===== src/rtl/acr_pkg.sv =====
// ----------------------------------------------------------------------------
// acr_pkg
// types and constants of the box contact resolver
// ----------------------------------------------------------------------------
package acr_pkg;

	localparam int COMP_BITS  = 20;
	localparam int VEC_BITS   = 3 * COMP_BITS;
	localparam int CFG_BITS   = 10;
	localparam int MASK_BITS  = 16;
	localparam int WORLD_BITS = 8;
	localparam int ADDR_BITS  = 3;
	localparam int DATA_BITS  = 32;
	localparam int SD_BITS    = COMP_BITS + 3;
	localparam int P2_BITS    = COMP_BITS + 3;

	localparam logic REG_MARGIN = 1'b0;
	localparam logic REG_THRESH = 1'b1;

	localparam logic [1:0] AXIS_X = 2'd0;
	localparam logic [1:0] AXIS_Y = 2'd1;
	localparam logic [1:0] AXIS_Z = 2'd2;

	localparam logic [CFG_BITS-1:0] MARGIN_RST = 10'd1;
	localparam logic [CFG_BITS-1:0] THRESH_RST = 10'd1;

	typedef logic [COMP_BITS-1:0] comp_t;
	typedef comp_t [2:0] vec_t;

	typedef struct packed {
		logic [VEC_BITS-1:0]   own_pos;
		logic [VEC_BITS-1:0]   own_vel;
		logic [VEC_BITS-1:0]   own_acc;
		logic [VEC_BITS-1:0]   own_size;
		logic [WORLD_BITS-1:0] own_world;
		logic [MASK_BITS-1:0]  own_mask;
		logic [VEC_BITS-1:0]   other_pos;
		logic [VEC_BITS-1:0]   other_vel;
		logic [VEC_BITS-1:0]   other_acc;
		logic [VEC_BITS-1:0]   other_extent;
		logic [WORLD_BITS-1:0] other_world;
		logic [MASK_BITS-1:0]  other_mask;
	} acr_in_t;

	typedef struct packed {
		logic [VEC_BITS-1:0] new_pos;
		logic [VEC_BITS-1:0] new_vel;
		logic [VEC_BITS-1:0] new_acc;
		logic                contact;
	} acr_out_t;

	typedef struct packed {
		vec_t                   own_pos;
		vec_t                   own_vel;
		vec_t                   own_acc;
		vec_t                   other_pos;
		vec_t                   other_vel;
		vec_t                   other_acc;
		logic [2:0][COMP_BITS:0] d;
		logic [2:0][COMP_BITS:0] sum;
		logic                   hit;
	} acr_s1_t;

	typedef struct packed {
		vec_t                   own_pos;
		vec_t                   own_vel;
		vec_t                   own_acc;
		vec_t                   other_pos;
		vec_t                   other_vel;
		vec_t                   other_acc;
		logic [2:0][COMP_BITS:0] sum;
		logic [2:0][SD_BITS-1:0] sdist;
		logic [2:0]             dneg;
		logic                   hit;
	} acr_s2_t;

	typedef struct packed {
		vec_t               own_pos;
		vec_t               own_vel;
		vec_t               own_acc;
		logic [1:0]         axis;
		logic               neg;
		logic [P2_BITS-1:0] p2;
		comp_t              pos_c;
		comp_t              vel_c;
		comp_t              ovel_c;
		comp_t              acc_c;
		comp_t              oacc_c;
		logic               hit;
	} acr_s3_t;

endpackage


===== src/rtl/aabb_contact_resolver.sv =====
// ----------------------------------------------------------------------------
// aabb_contact_resolver
// throughput: one box pair per cycle while the response is not stalled, through four pipeline stages
// stalls back up stage by stage, so bubbles still fill while a response waits
// reset clears all stage valid bits and loads margin and threshold with one
// ----------------------------------------------------------------------------
module aabb_contact_resolver import acr_pkg::*; (
	input  logic                 clk,
	input  logic                 arst_n,
	input  logic                 req_valid,
	output logic                 req_stall,
	input  acr_in_t              req_data,
	output logic                 rsp_valid,
	input  logic                 rsp_stall,
	output acr_out_t             rsp_data,
	input  logic                 psel,
	input  logic                 penable,
	input  logic                 pwrite,
	input  logic [ADDR_BITS-1:0] paddr,
	input  logic [DATA_BITS-1:0] pwdata,
	output logic [DATA_BITS-1:0] prdata,
	output logic                 pready
);

	logic [CFG_BITS-1:0] margin_q;
	logic [CFG_BITS-1:0] thresh_q;
	logic                s2_valid;
	acr_s2_t             s2_data;
	logic                s2_ready;
	logic                wr_en;

	assign pready = 1'b1;
	assign wr_en  = psel && penable && pwrite && pready;

	always_ff @(posedge clk or negedge arst_n) begin
		if (!arst_n) begin
			margin_q <= MARGIN_RST;
			thresh_q <= THRESH_RST;
		end else if (wr_en) begin
			case (paddr[2])
				REG_MARGIN: margin_q <= pwdata[CFG_BITS-1:0];
				REG_THRESH: thresh_q <= pwdata[CFG_BITS-1:0];
				default: ;
			endcase
		end
	end

	always_comb begin
		case (paddr[2])
			REG_MARGIN: prdata = {{(DATA_BITS-CFG_BITS){1'b0}}, margin_q};
			REG_THRESH: prdata = {{(DATA_BITS-CFG_BITS){1'b0}}, thresh_q};
			default:    prdata = '0;
		endcase
	end

	acr_front u_front (
		.clk        (clk),
		.arst_n     (arst_n),
		.margin     (margin_q),
		.req_valid  (req_valid),
		.req_data   (req_data),
		.req_stall  (req_stall),
		.down_ready (s2_ready),
		.s2_valid   (s2_valid),
		.s2_data    (s2_data)
	);

	acr_resolve u_resolve (
		.clk       (clk),
		.arst_n    (arst_n),
		.margin    (margin_q),
		.thresh    (thresh_q),
		.up_valid  (s2_valid),
		.up_data   (s2_data),
		.up_ready  (s2_ready),
		.rsp_valid (rsp_valid),
		.rsp_stall (rsp_stall),
		.rsp_data  (rsp_data)
	);

endmodule


===== src/rtl/acr_front.sv =====
// ----------------------------------------------------------------------------
// acr_front
// stages one and two: offsets, extents, separation test, surface distances
// ----------------------------------------------------------------------------
module acr_front import acr_pkg::*; (
	input  logic                clk,
	input  logic                arst_n,
	input  logic [CFG_BITS-1:0] margin,
	input  logic                req_valid,
	input  acr_in_t             req_data,
	output logic                req_stall,
	input  logic                down_ready,
	output logic                s2_valid,
	output acr_s2_t             s2_data
);

	logic    valid_s1;
	acr_s1_t data_s1;
	acr_s1_t s1_n;
	logic    valid_s2;
	acr_s2_t data_s2;
	acr_s2_t s2_n;
	logic    ready_s1;
	logic    ready_s2;

	assign ready_s2  = !valid_s2 || down_ready;
	assign ready_s1  = !valid_s1 || ready_s2;
	assign req_stall = !ready_s1;
	assign s2_valid  = valid_s2;
	assign s2_data   = data_s2;

	always_comb begin
		comp_t e1;
		comp_t e2;
		comp_t pa;
		comp_t pb;
		s1_n           = '0;
		s1_n.own_pos   = vec_t'(req_data.own_pos);
		s1_n.own_vel   = vec_t'(req_data.own_vel);
		s1_n.own_acc   = vec_t'(req_data.own_acc);
		s1_n.other_pos = vec_t'(req_data.other_pos);
		s1_n.other_vel = vec_t'(req_data.other_vel);
		s1_n.other_acc = vec_t'(req_data.other_acc);
		for (int a = 0; a < 3; a++) begin
			e1 = req_data.own_size[a*COMP_BITS +: COMP_BITS];
			e2 = req_data.other_extent[a*COMP_BITS +: COMP_BITS];
			// negative extent counts as empty
			if (e1[COMP_BITS-1]) begin
				e1 = '0;
			end
			if (e2[COMP_BITS-1]) begin
				e2 = '0;
			end
			s1_n.sum[a] = {1'b0, e1} + {1'b0, e2};
			pa = req_data.own_pos[a*COMP_BITS +: COMP_BITS];
			pb = req_data.other_pos[a*COMP_BITS +: COMP_BITS];
			s1_n.d[a] = {pa[COMP_BITS-1], pa} - {pb[COMP_BITS-1], pb};
		end
		s1_n.hit = (|(req_data.own_mask & req_data.other_mask)) &&
			(req_data.own_world == req_data.other_world);
	end

	always_comb begin
		logic [COMP_BITS:0]   ad;
		logic [COMP_BITS+1:0] two_ad;
		logic [COMP_BITS+1:0] lim;
		logic                 apart;
		apart          = 1'b0;
		s2_n           = '0;
		s2_n.own_pos   = data_s1.own_pos;
		s2_n.own_vel   = data_s1.own_vel;
		s2_n.own_acc   = data_s1.own_acc;
		s2_n.other_pos = data_s1.other_pos;
		s2_n.other_vel = data_s1.other_vel;
		s2_n.other_acc = data_s1.other_acc;
		s2_n.sum       = data_s1.sum;
		for (int a = 0; a < 3; a++) begin
			ad = data_s1.d[a][COMP_BITS] ? (~data_s1.d[a] + 1'b1) : data_s1.d[a];
			two_ad = {ad, 1'b0};
			lim = {1'b0, data_s1.sum[a]} +
				{{(COMP_BITS+1-CFG_BITS){1'b0}}, margin, 1'b0};
			if (two_ad >= lim) begin
				apart = 1'b1;
			end
			s2_n.sdist[a] = {1'b0, two_ad} - {2'b00, data_s1.sum[a]};
			s2_n.dneg[a]  = data_s1.d[a][COMP_BITS];
		end
		s2_n.hit = data_s1.hit && !apart;
	end

	always_ff @(posedge clk or negedge arst_n) begin
		if (!arst_n) begin
			valid_s1 <= 1'b0;
			valid_s2 <= 1'b0;
		end else begin
			if (ready_s1) begin
				valid_s1 <= req_valid;
			end
			if (ready_s2) begin
				valid_s2 <= valid_s1;
			end
		end
	end

	always_ff @(posedge clk) begin
		if (ready_s1 && req_valid) begin
			data_s1 <= s1_n;
		end
		if (ready_s2 && valid_s1) begin
			data_s2 <= s2_n;
		end
	end

endmodule


===== src/rtl/acr_resolve.sv =====
// ----------------------------------------------------------------------------
// acr_resolve
// stages three and four: axis choice, push-out target, motion removal
// ----------------------------------------------------------------------------
module acr_resolve import acr_pkg::*; (
	input  logic                clk,
	input  logic                arst_n,
	input  logic [CFG_BITS-1:0] margin,
	input  logic [CFG_BITS-1:0] thresh,
	input  logic                up_valid,
	input  acr_s2_t             up_data,
	output logic                up_ready,
	output logic                rsp_valid,
	input  logic                rsp_stall,
	output acr_out_t            rsp_data
);

	logic     valid_s3;
	acr_s3_t  data_s3;
	acr_s3_t  s3_n;
	logic     valid_s4;
	acr_out_t data_s4;
	acr_out_t s4_n;
	logic     ready_s3;
	logic     ready_s4;

	assign ready_s4  = !valid_s4 || !rsp_stall;
	assign ready_s3  = !valid_s3 || ready_s4;
	assign up_ready  = ready_s3;
	assign rsp_valid = valid_s4;
	assign rsp_data  = data_s4;

	always_comb begin
		logic [1:0]           axis;
		comp_t                opos_c;
		logic [COMP_BITS:0]   sm;
		logic [COMP_BITS+1:0] push;
		logic [P2_BITS-1:0]   pe;
		logic [P2_BITS-1:0]   base;
		logic                 neg;
		s3_n = '0;
		// least penetration, ties go to z before y before x
		if ($signed(up_data.sdist[0]) > $signed(up_data.sdist[1]) &&
			$signed(up_data.sdist[0]) > $signed(up_data.sdist[2])) begin
			axis = AXIS_X;
		end else if ($signed(up_data.sdist[1]) > $signed(up_data.sdist[2])) begin
			axis = AXIS_Y;
		end else begin
			axis = AXIS_Z;
		end
		case (axis)
			AXIS_X: begin
				opos_c      = up_data.other_pos[0];
				sm          = up_data.sum[0];
				neg         = up_data.dneg[0];
				s3_n.pos_c  = up_data.own_pos[0];
				s3_n.vel_c  = up_data.own_vel[0];
				s3_n.ovel_c = up_data.other_vel[0];
				s3_n.acc_c  = up_data.own_acc[0];
				s3_n.oacc_c = up_data.other_acc[0];
			end
			AXIS_Y: begin
				opos_c      = up_data.other_pos[1];
				sm          = up_data.sum[1];
				neg         = up_data.dneg[1];
				s3_n.pos_c  = up_data.own_pos[1];
				s3_n.vel_c  = up_data.own_vel[1];
				s3_n.ovel_c = up_data.other_vel[1];
				s3_n.acc_c  = up_data.own_acc[1];
				s3_n.oacc_c = up_data.other_acc[1];
			end
			default: begin
				opos_c      = up_data.other_pos[2];
				sm          = up_data.sum[2];
				neg         = up_data.dneg[2];
				s3_n.pos_c  = up_data.own_pos[2];
				s3_n.vel_c  = up_data.own_vel[2];
				s3_n.ovel_c = up_data.other_vel[2];
				s3_n.acc_c  = up_data.own_acc[2];
				s3_n.oacc_c = up_data.other_acc[2];
			end
		endcase
		// target in half units: 2*other + sign*(extent sum + margin)
		push = {1'b0, sm} + {{(COMP_BITS+2-CFG_BITS){1'b0}}, margin};
		pe   = {1'b0, push};
		base = {{2{opos_c[COMP_BITS-1]}}, opos_c, 1'b0};
		s3_n.p2      = base + (neg ? (~pe + 1'b1) : pe);
		s3_n.axis    = axis;
		s3_n.neg     = neg;
		s3_n.own_pos = up_data.own_pos;
		s3_n.own_vel = up_data.own_vel;
		s3_n.own_acc = up_data.own_acc;
		s3_n.hit     = up_data.hit;
	end

	always_comb begin
		logic [P2_BITS:0]     t;
		logic [P2_BITS:0]     n;
		logic [COMP_BITS+1:0] q;
		comp_t                qc;
		logic [P2_BITS-1:0]   pos2;
		logic [COMP_BITS:0]   dv;
		logic [COMP_BITS:0]   da;
		logic [COMP_BITS+1:0] vdot;
		logic [COMP_BITS+1:0] adot;
		logic [COMP_BITS+1:0] eps;
		logic                 vslow;
		logic                 aslow;
		vec_t                 pos_n;
		vec_t                 vel_n;
		vec_t                 acc_n;
		pos2 = {{2{data_s3.pos_c[COMP_BITS-1]}}, data_s3.pos_c, 1'b0};
		t    = {data_s3.p2[P2_BITS-1], data_s3.p2} + {pos2[P2_BITS-1], pos2};
		// quarter with ties upward, then saturate
		n = t + 2'd2;
		q = n[P2_BITS:2];
		if (q[COMP_BITS+1:COMP_BITS-1] == 3'b000 || q[COMP_BITS+1:COMP_BITS-1] == 3'b111) begin
			qc = q[COMP_BITS-1:0];
		end else if (q[COMP_BITS+1]) begin
			qc = {1'b1, {(COMP_BITS-1){1'b0}}};
		end else begin
			qc = {1'b0, {(COMP_BITS-1){1'b1}}};
		end
		dv = {data_s3.vel_c[COMP_BITS-1], data_s3.vel_c} -
			{data_s3.ovel_c[COMP_BITS-1], data_s3.ovel_c};
		da = {data_s3.acc_c[COMP_BITS-1], data_s3.acc_c} -
			{data_s3.oacc_c[COMP_BITS-1], data_s3.oacc_c};
		vdot = data_s3.neg ? (~{dv[COMP_BITS], dv} + 1'b1) : {dv[COMP_BITS], dv};
		adot = data_s3.neg ? (~{da[COMP_BITS], da} + 1'b1) : {da[COMP_BITS], da};
		eps  = {{(COMP_BITS+2-CFG_BITS){1'b0}}, thresh};
		vslow = $signed(vdot) < $signed(eps);
		aslow = vslow && ($signed(adot) < $signed(eps));
		pos_n = data_s3.own_pos;
		vel_n = data_s3.own_vel;
		acc_n = data_s3.own_acc;
		if (data_s3.hit) begin
			case (data_s3.axis)
				AXIS_X: begin
					pos_n[0] = qc;
					if (vslow) begin
						vel_n[0] = data_s3.ovel_c;
					end
					if (aslow) begin
						acc_n[0] = data_s3.oacc_c;
					end
				end
				AXIS_Y: begin
					pos_n[1] = qc;
					if (vslow) begin
						vel_n[1] = data_s3.ovel_c;
					end
					if (aslow) begin
						acc_n[1] = data_s3.oacc_c;
					end
				end
				default: begin
					pos_n[2] = qc;
					if (vslow) begin
						vel_n[2] = data_s3.ovel_c;
					end
					if (aslow) begin
						acc_n[2] = data_s3.oacc_c;
					end
				end
			endcase
		end
		s4_n.new_pos = pos_n;
		s4_n.new_vel = vel_n;
		s4_n.new_acc = acc_n;
		s4_n.contact = data_s3.hit && (vslow || (data_s3.p2 != pos2));
	end

	always_ff @(posedge clk or negedge arst_n) begin
		if (!arst_n) begin
			valid_s3 <= 1'b0;
			valid_s4 <= 1'b0;
		end else begin
			if (ready_s3) begin
				valid_s3 <= up_valid;
			end
			if (ready_s4) begin
				valid_s4 <= valid_s3;
			end
		end
	end

	always_ff @(posedge clk) begin
		if (ready_s3 && up_valid) begin
			data_s3 <= s3_n;
		end
		if (ready_s4 && valid_s3) begin
			data_s4 <= s4_n;
		end
	end

endmodule


===== config.mk =====
export PLATFORM = sky130hd
export DESIGN_NAME = aabb_contact_resolver
export DESIGN_NICKNAME = d
export VERILOG_FILES = /design/src/rtl/acr_pkg.sv /design/src/rtl/aabb_contact_resolver.sv /design/src/rtl/acr_front.sv /design/src/rtl/acr_resolve.sv
export SDC_FILE = /design/constraint.sdc
export NUM_CORES = 2
export LEC_CHECK = 0
export ABC_AREA = 1
export ABC_CLOCK_PERIOD_IN_PS = 20700
export BUFFER_PORTS_ARGS = -buffer_cell sky130_fd_sc_hd__buf_2
export CORE_MARGIN = 4
export CORE_UTILIZATION = 47
export CTS_CLUSTER_DIAMETER = 60
export DETAILED_ROUTE_END_ITERATION = 16
export PLACE_DENSITY = 0.69
export SLEW_MARGIN = 20
export SYNTH_ARGS = -nofsm -noshare
export SYNTH_HDL_FRONTEND = slang
export SYNTH_SLANG_ARGS = --single-unit

===== constraint.sdc =====
create_clock -name clk -period 20.7 [get_ports clk]
set_input_delay 5.175 -clock clk [delete_from_list [all_inputs] [get_ports clk]]
set_output_delay 5.175 -clock clk [all_outputs]
set_load 0.005 [all_outputs]

==> summary.md <==
| Metric | Value |
|---|---|
| Synth Register Bits | `1486` |
| Vias/cell | `5.39` |
| Maximum Capacitance Violations | `0` |
| Area growth syn-to-layout | `16.2%` |
| Cts hold-fix bufs | `0` |
| Worst-case vdd ir drop | `169 uV` |
| CTS tree | `yes` |
| CP required | `15.53 ns` |
| Final setup TNS | `0 ns` |
| Area of the multi-input gates | `23800 um^2` |
| Die Y | `399 um` |
| Fill cell count | `12808` |
| DRC violations left | `0` |
| I/O Buffers | `738` |
| Rel. slew slack | `23.6%` |
| CTS root buf | `clkbuf_16` |
| Synth unique cells | `56` |
| Clock skew | `0.0778 ns` |
| First-pass detailed-route iteration total | `8` |
| Synth top area share | `61.2%` |
| Area leader, netlist | `edfxtp_1` |
| Total die area | `159000 um^2` |
| Min cycle time layout | `11.35 ns` |
| Placed insts | `9085` |
| Initial antenna violation count | `42` |
| Total clock sinks | `1486` |
| Arr. time, crit path | `6.18 ns` |
| Crit path launch type | `input pin` |
| Worst setup EP type | `primary output` |
| Top-count cell post-synth | `edfxtp_1` |
| Clock tree buffer depth | `3` |
| Routed Antenna Nets | `0` |
| Core box area | `152000 um^2` |
| Clk slew on worst S/H paths | `0.06 ns` |
| Max FO, Critical Path | `3` |
| Post-DP HPWL | `161000 um` |
| Async SR Flop Fraction | `1.62%` |
| Vias in the first global route | `49007` |
| Post-CTS setup buffers | `0` |
| Total global-route track usage | `25.9%` |
| Finish-stage setup viols | `0` |
| Post-synth top cells | `edfxtp_1 (1462), nand2_1 (1280), inv_1 (756)` |
| Status | `finished clean` |
| Sequential-to-total area share from yosys stat | `62.0%` |
| Kind of critical path | `input pin to primary output` |
| Resized cells post-CTS | `0` |
| Worst-Skew Late Latency | `0.84 ns` |
| Cell mode on critical path | `nor2_1` |
| Design Power | `14.1 mW` |
| Placer Congestion | `0.966` |
| Fin. max-slew vios | `0` |
| Seq. cell area | `44500 um^2` |
| Post-synthesis cell area | `71700 um^2` |
| Min-delay worst type | `register to register` |
| WL/cell | `22.4 um` |
| Avg Inst Size Synth | `11.2 um^2` |
| Number of core rows | `143` |
| Die Wd | `399 um` |
| First-pass GRT wire length | `303000 um` |
| Measured slew at the worst slew-check pin | `1.15 ns` |
| Ports | `786` |
| PD cells | `169 nW/um^2` |
| Final wirelength | `211000 um` |
| Cells after Synth | `6397` |
| GRT overflow | `0` |
| Top cells by area, synth | `edfxtp_1 (61%), ha_1 (8.2%), nand2_1 (6.7%)` |
| Share of cells above drive strength 1 | `14.7%` |
| Leak | `36.0 nW` |
| YS warnings | `0` |
| Layout Nets | `8278` |
| CP max stage delay | `0.21 ns` |
| 1st-iter DRT viols | `4653` |
| CP cell instances | `buf_2, nand2_1, nor2_1, inv_1, nor2_1, inv_1, nor2_1, buf_2` |
| Top FF cell, synth | `edfxtp_1` |
| Peak Freq | `88.1 MHz` |
| Highest-delay cell along the critical path | `nor2_1` |
| Starting Density | `47.2%` |
| Setup repair after global routing missed its margin | `no` |
| Inserted Clock Buffers | `163` |
| CTS H-tree lvls | `4` |
| Post-synth EDFFs | `1462` |
| Fin cells | `9403` |
| Final Hold Viols | `0` |
| Largest net degree at the start of global routing | `169` |
| Via count | `50657` |
| Tcrit/Tclk final | `54.9%` |
[critical path: cells and delay by family]
kind / cells / cell delay (ns)
AND/OR/NAND/NOR: 4 / 0.55
buffers and inverters: 4 / 0.44
[power breakdown]
| part | internal [mW] | total [mW] | switching, mW | leakage (nW) |
|---|---|---|---|---|
| logic | 2.15 | 6.73 | 4.58 | 18.9 |
| registers | 4.18 | 4.49 | 0.304 | 14.5 |
| clock network | 1.67 | 2.91 | 1.24 | 2.63 |
[final cells by class]
| class | count | area share (%) |
|---|---|---|
| Clock inverter | 108 | 1.54 |
| Antenna cell | 23 | 0.0691 |
| Sequential cell | 1486 | 53.4 |
| Clock buffer | 187 | 5.01 |
| Inverter | 767 | 3.47 |
| Multi-Input combinational cell | 4013 | 28.5 |
| Tap cell | 2030 | 3.05 |
| Timing Repair Buffer | 789 | 4.95 |
[registers in the layout, summed over array words and instances, names as in the netlist]
signal / flops
margin_q: 10
u_front.valid_s1: 1
u_front.data_s1: 484
u_resolve.valid_s3: 1
u_front.s2_data: 490
u_resolve.rsp_valid: 1
u_resolve.rsp_data: 181
u_resolve.data_s3: 307
u_front.s2_valid: 1
thresh_q: 10
[worst paths after layout]
path	startpoint	slack, ns	depth (start not counted)	endpoint
max	rsp_stall	9.35	8	req_stall
min	u_front.data_s1[352]	0.39	0	u_front.s2_data[361]
max reg2reg	u_front.s2_data[26]	12.54	39	u_resolve.data_s3[122]
min reg2reg	u_front.data_s1[352]	0.39	0	u_front.s2_data[361]
max in group asynchronous	arst_n	15.81	1	thresh_q[9]
min in group asynchronous	arst_n	4.41	1	thresh_q[2]
[layout by cell type (no fill, tap or decap), drive strengths merged, types with 3 or more instances in the layout]
cell type / instances
edfxtp: 1462
nand2: 1286
buf: 789
inv: 779
ha: 471
nor2: 450
a21oi: 376
nand3: 365
o21ai: 304
xor2: 245
clkbuf: 187
nand4: 127
xnor2: 117
clkinv: 76
nor3: 44
o22ai: 31
nand3b: 25
diode: 23
conb: 23
a21o: 22
o21bai: 22
dfrtp: 22
fa: 17
bufinv: 15
a211oi: 12
a31oi: 10
nor4: 9
or2: 8
o221ai: 7
nor3b: 5
o31ai: 5
a221oi: 5
clkinvlp: 5
a21boi: 4
and3: 3
o211ai: 3
o21a: 3
[through the flow]
stage / setup WS [ns] / hold WS, ns / area [um^2] / utilization (%)
after global placement: 9.33 / 0.401 / 77800 / 51.2
after detailed placement: 9.34 / 0.405 / 77800 / 51.2
after global routing: 9.20 / 0.394 / 83300 / 54.8
after floorplan: 2.04 / 0.400 / 71800 / -
after CTS: 9.33 / 0.390 / 83300 / 54.8
final: 9.35 / 0.386 / 83300 / 54.9
[cells by family (layout without fill, tap and decap cells)]
family	count (synthesis)	after routing	synth area share, %
and+or+nand+nor	2326	2326	13.6
AOI/OAI and AO/OA	814	814	6.19
xor gates and xnor gates	362	362	4.44
DFF	1486	1486	62.0
buffers and inverters	919	1851	5.02
adders and majority gates	488	488	8.69
other	2	46	0.0105
[layer usage]
| layer | vias to the layer above | track usage, % | wire (um) |
|---|---|---|---|
| met2 | 2161 | 43.4 | 100000 |
| li1 | 23781 | - | - |
| met1 | 24312 | 33.7 | 83500 |
| met5 | - | 0 | 81 |
| met4 | 12 | 9.21 | 8130 |
| met3 | 391 | 5.25 | 19100 |
No activity file was read; power rests on OpenSTA's default activity.
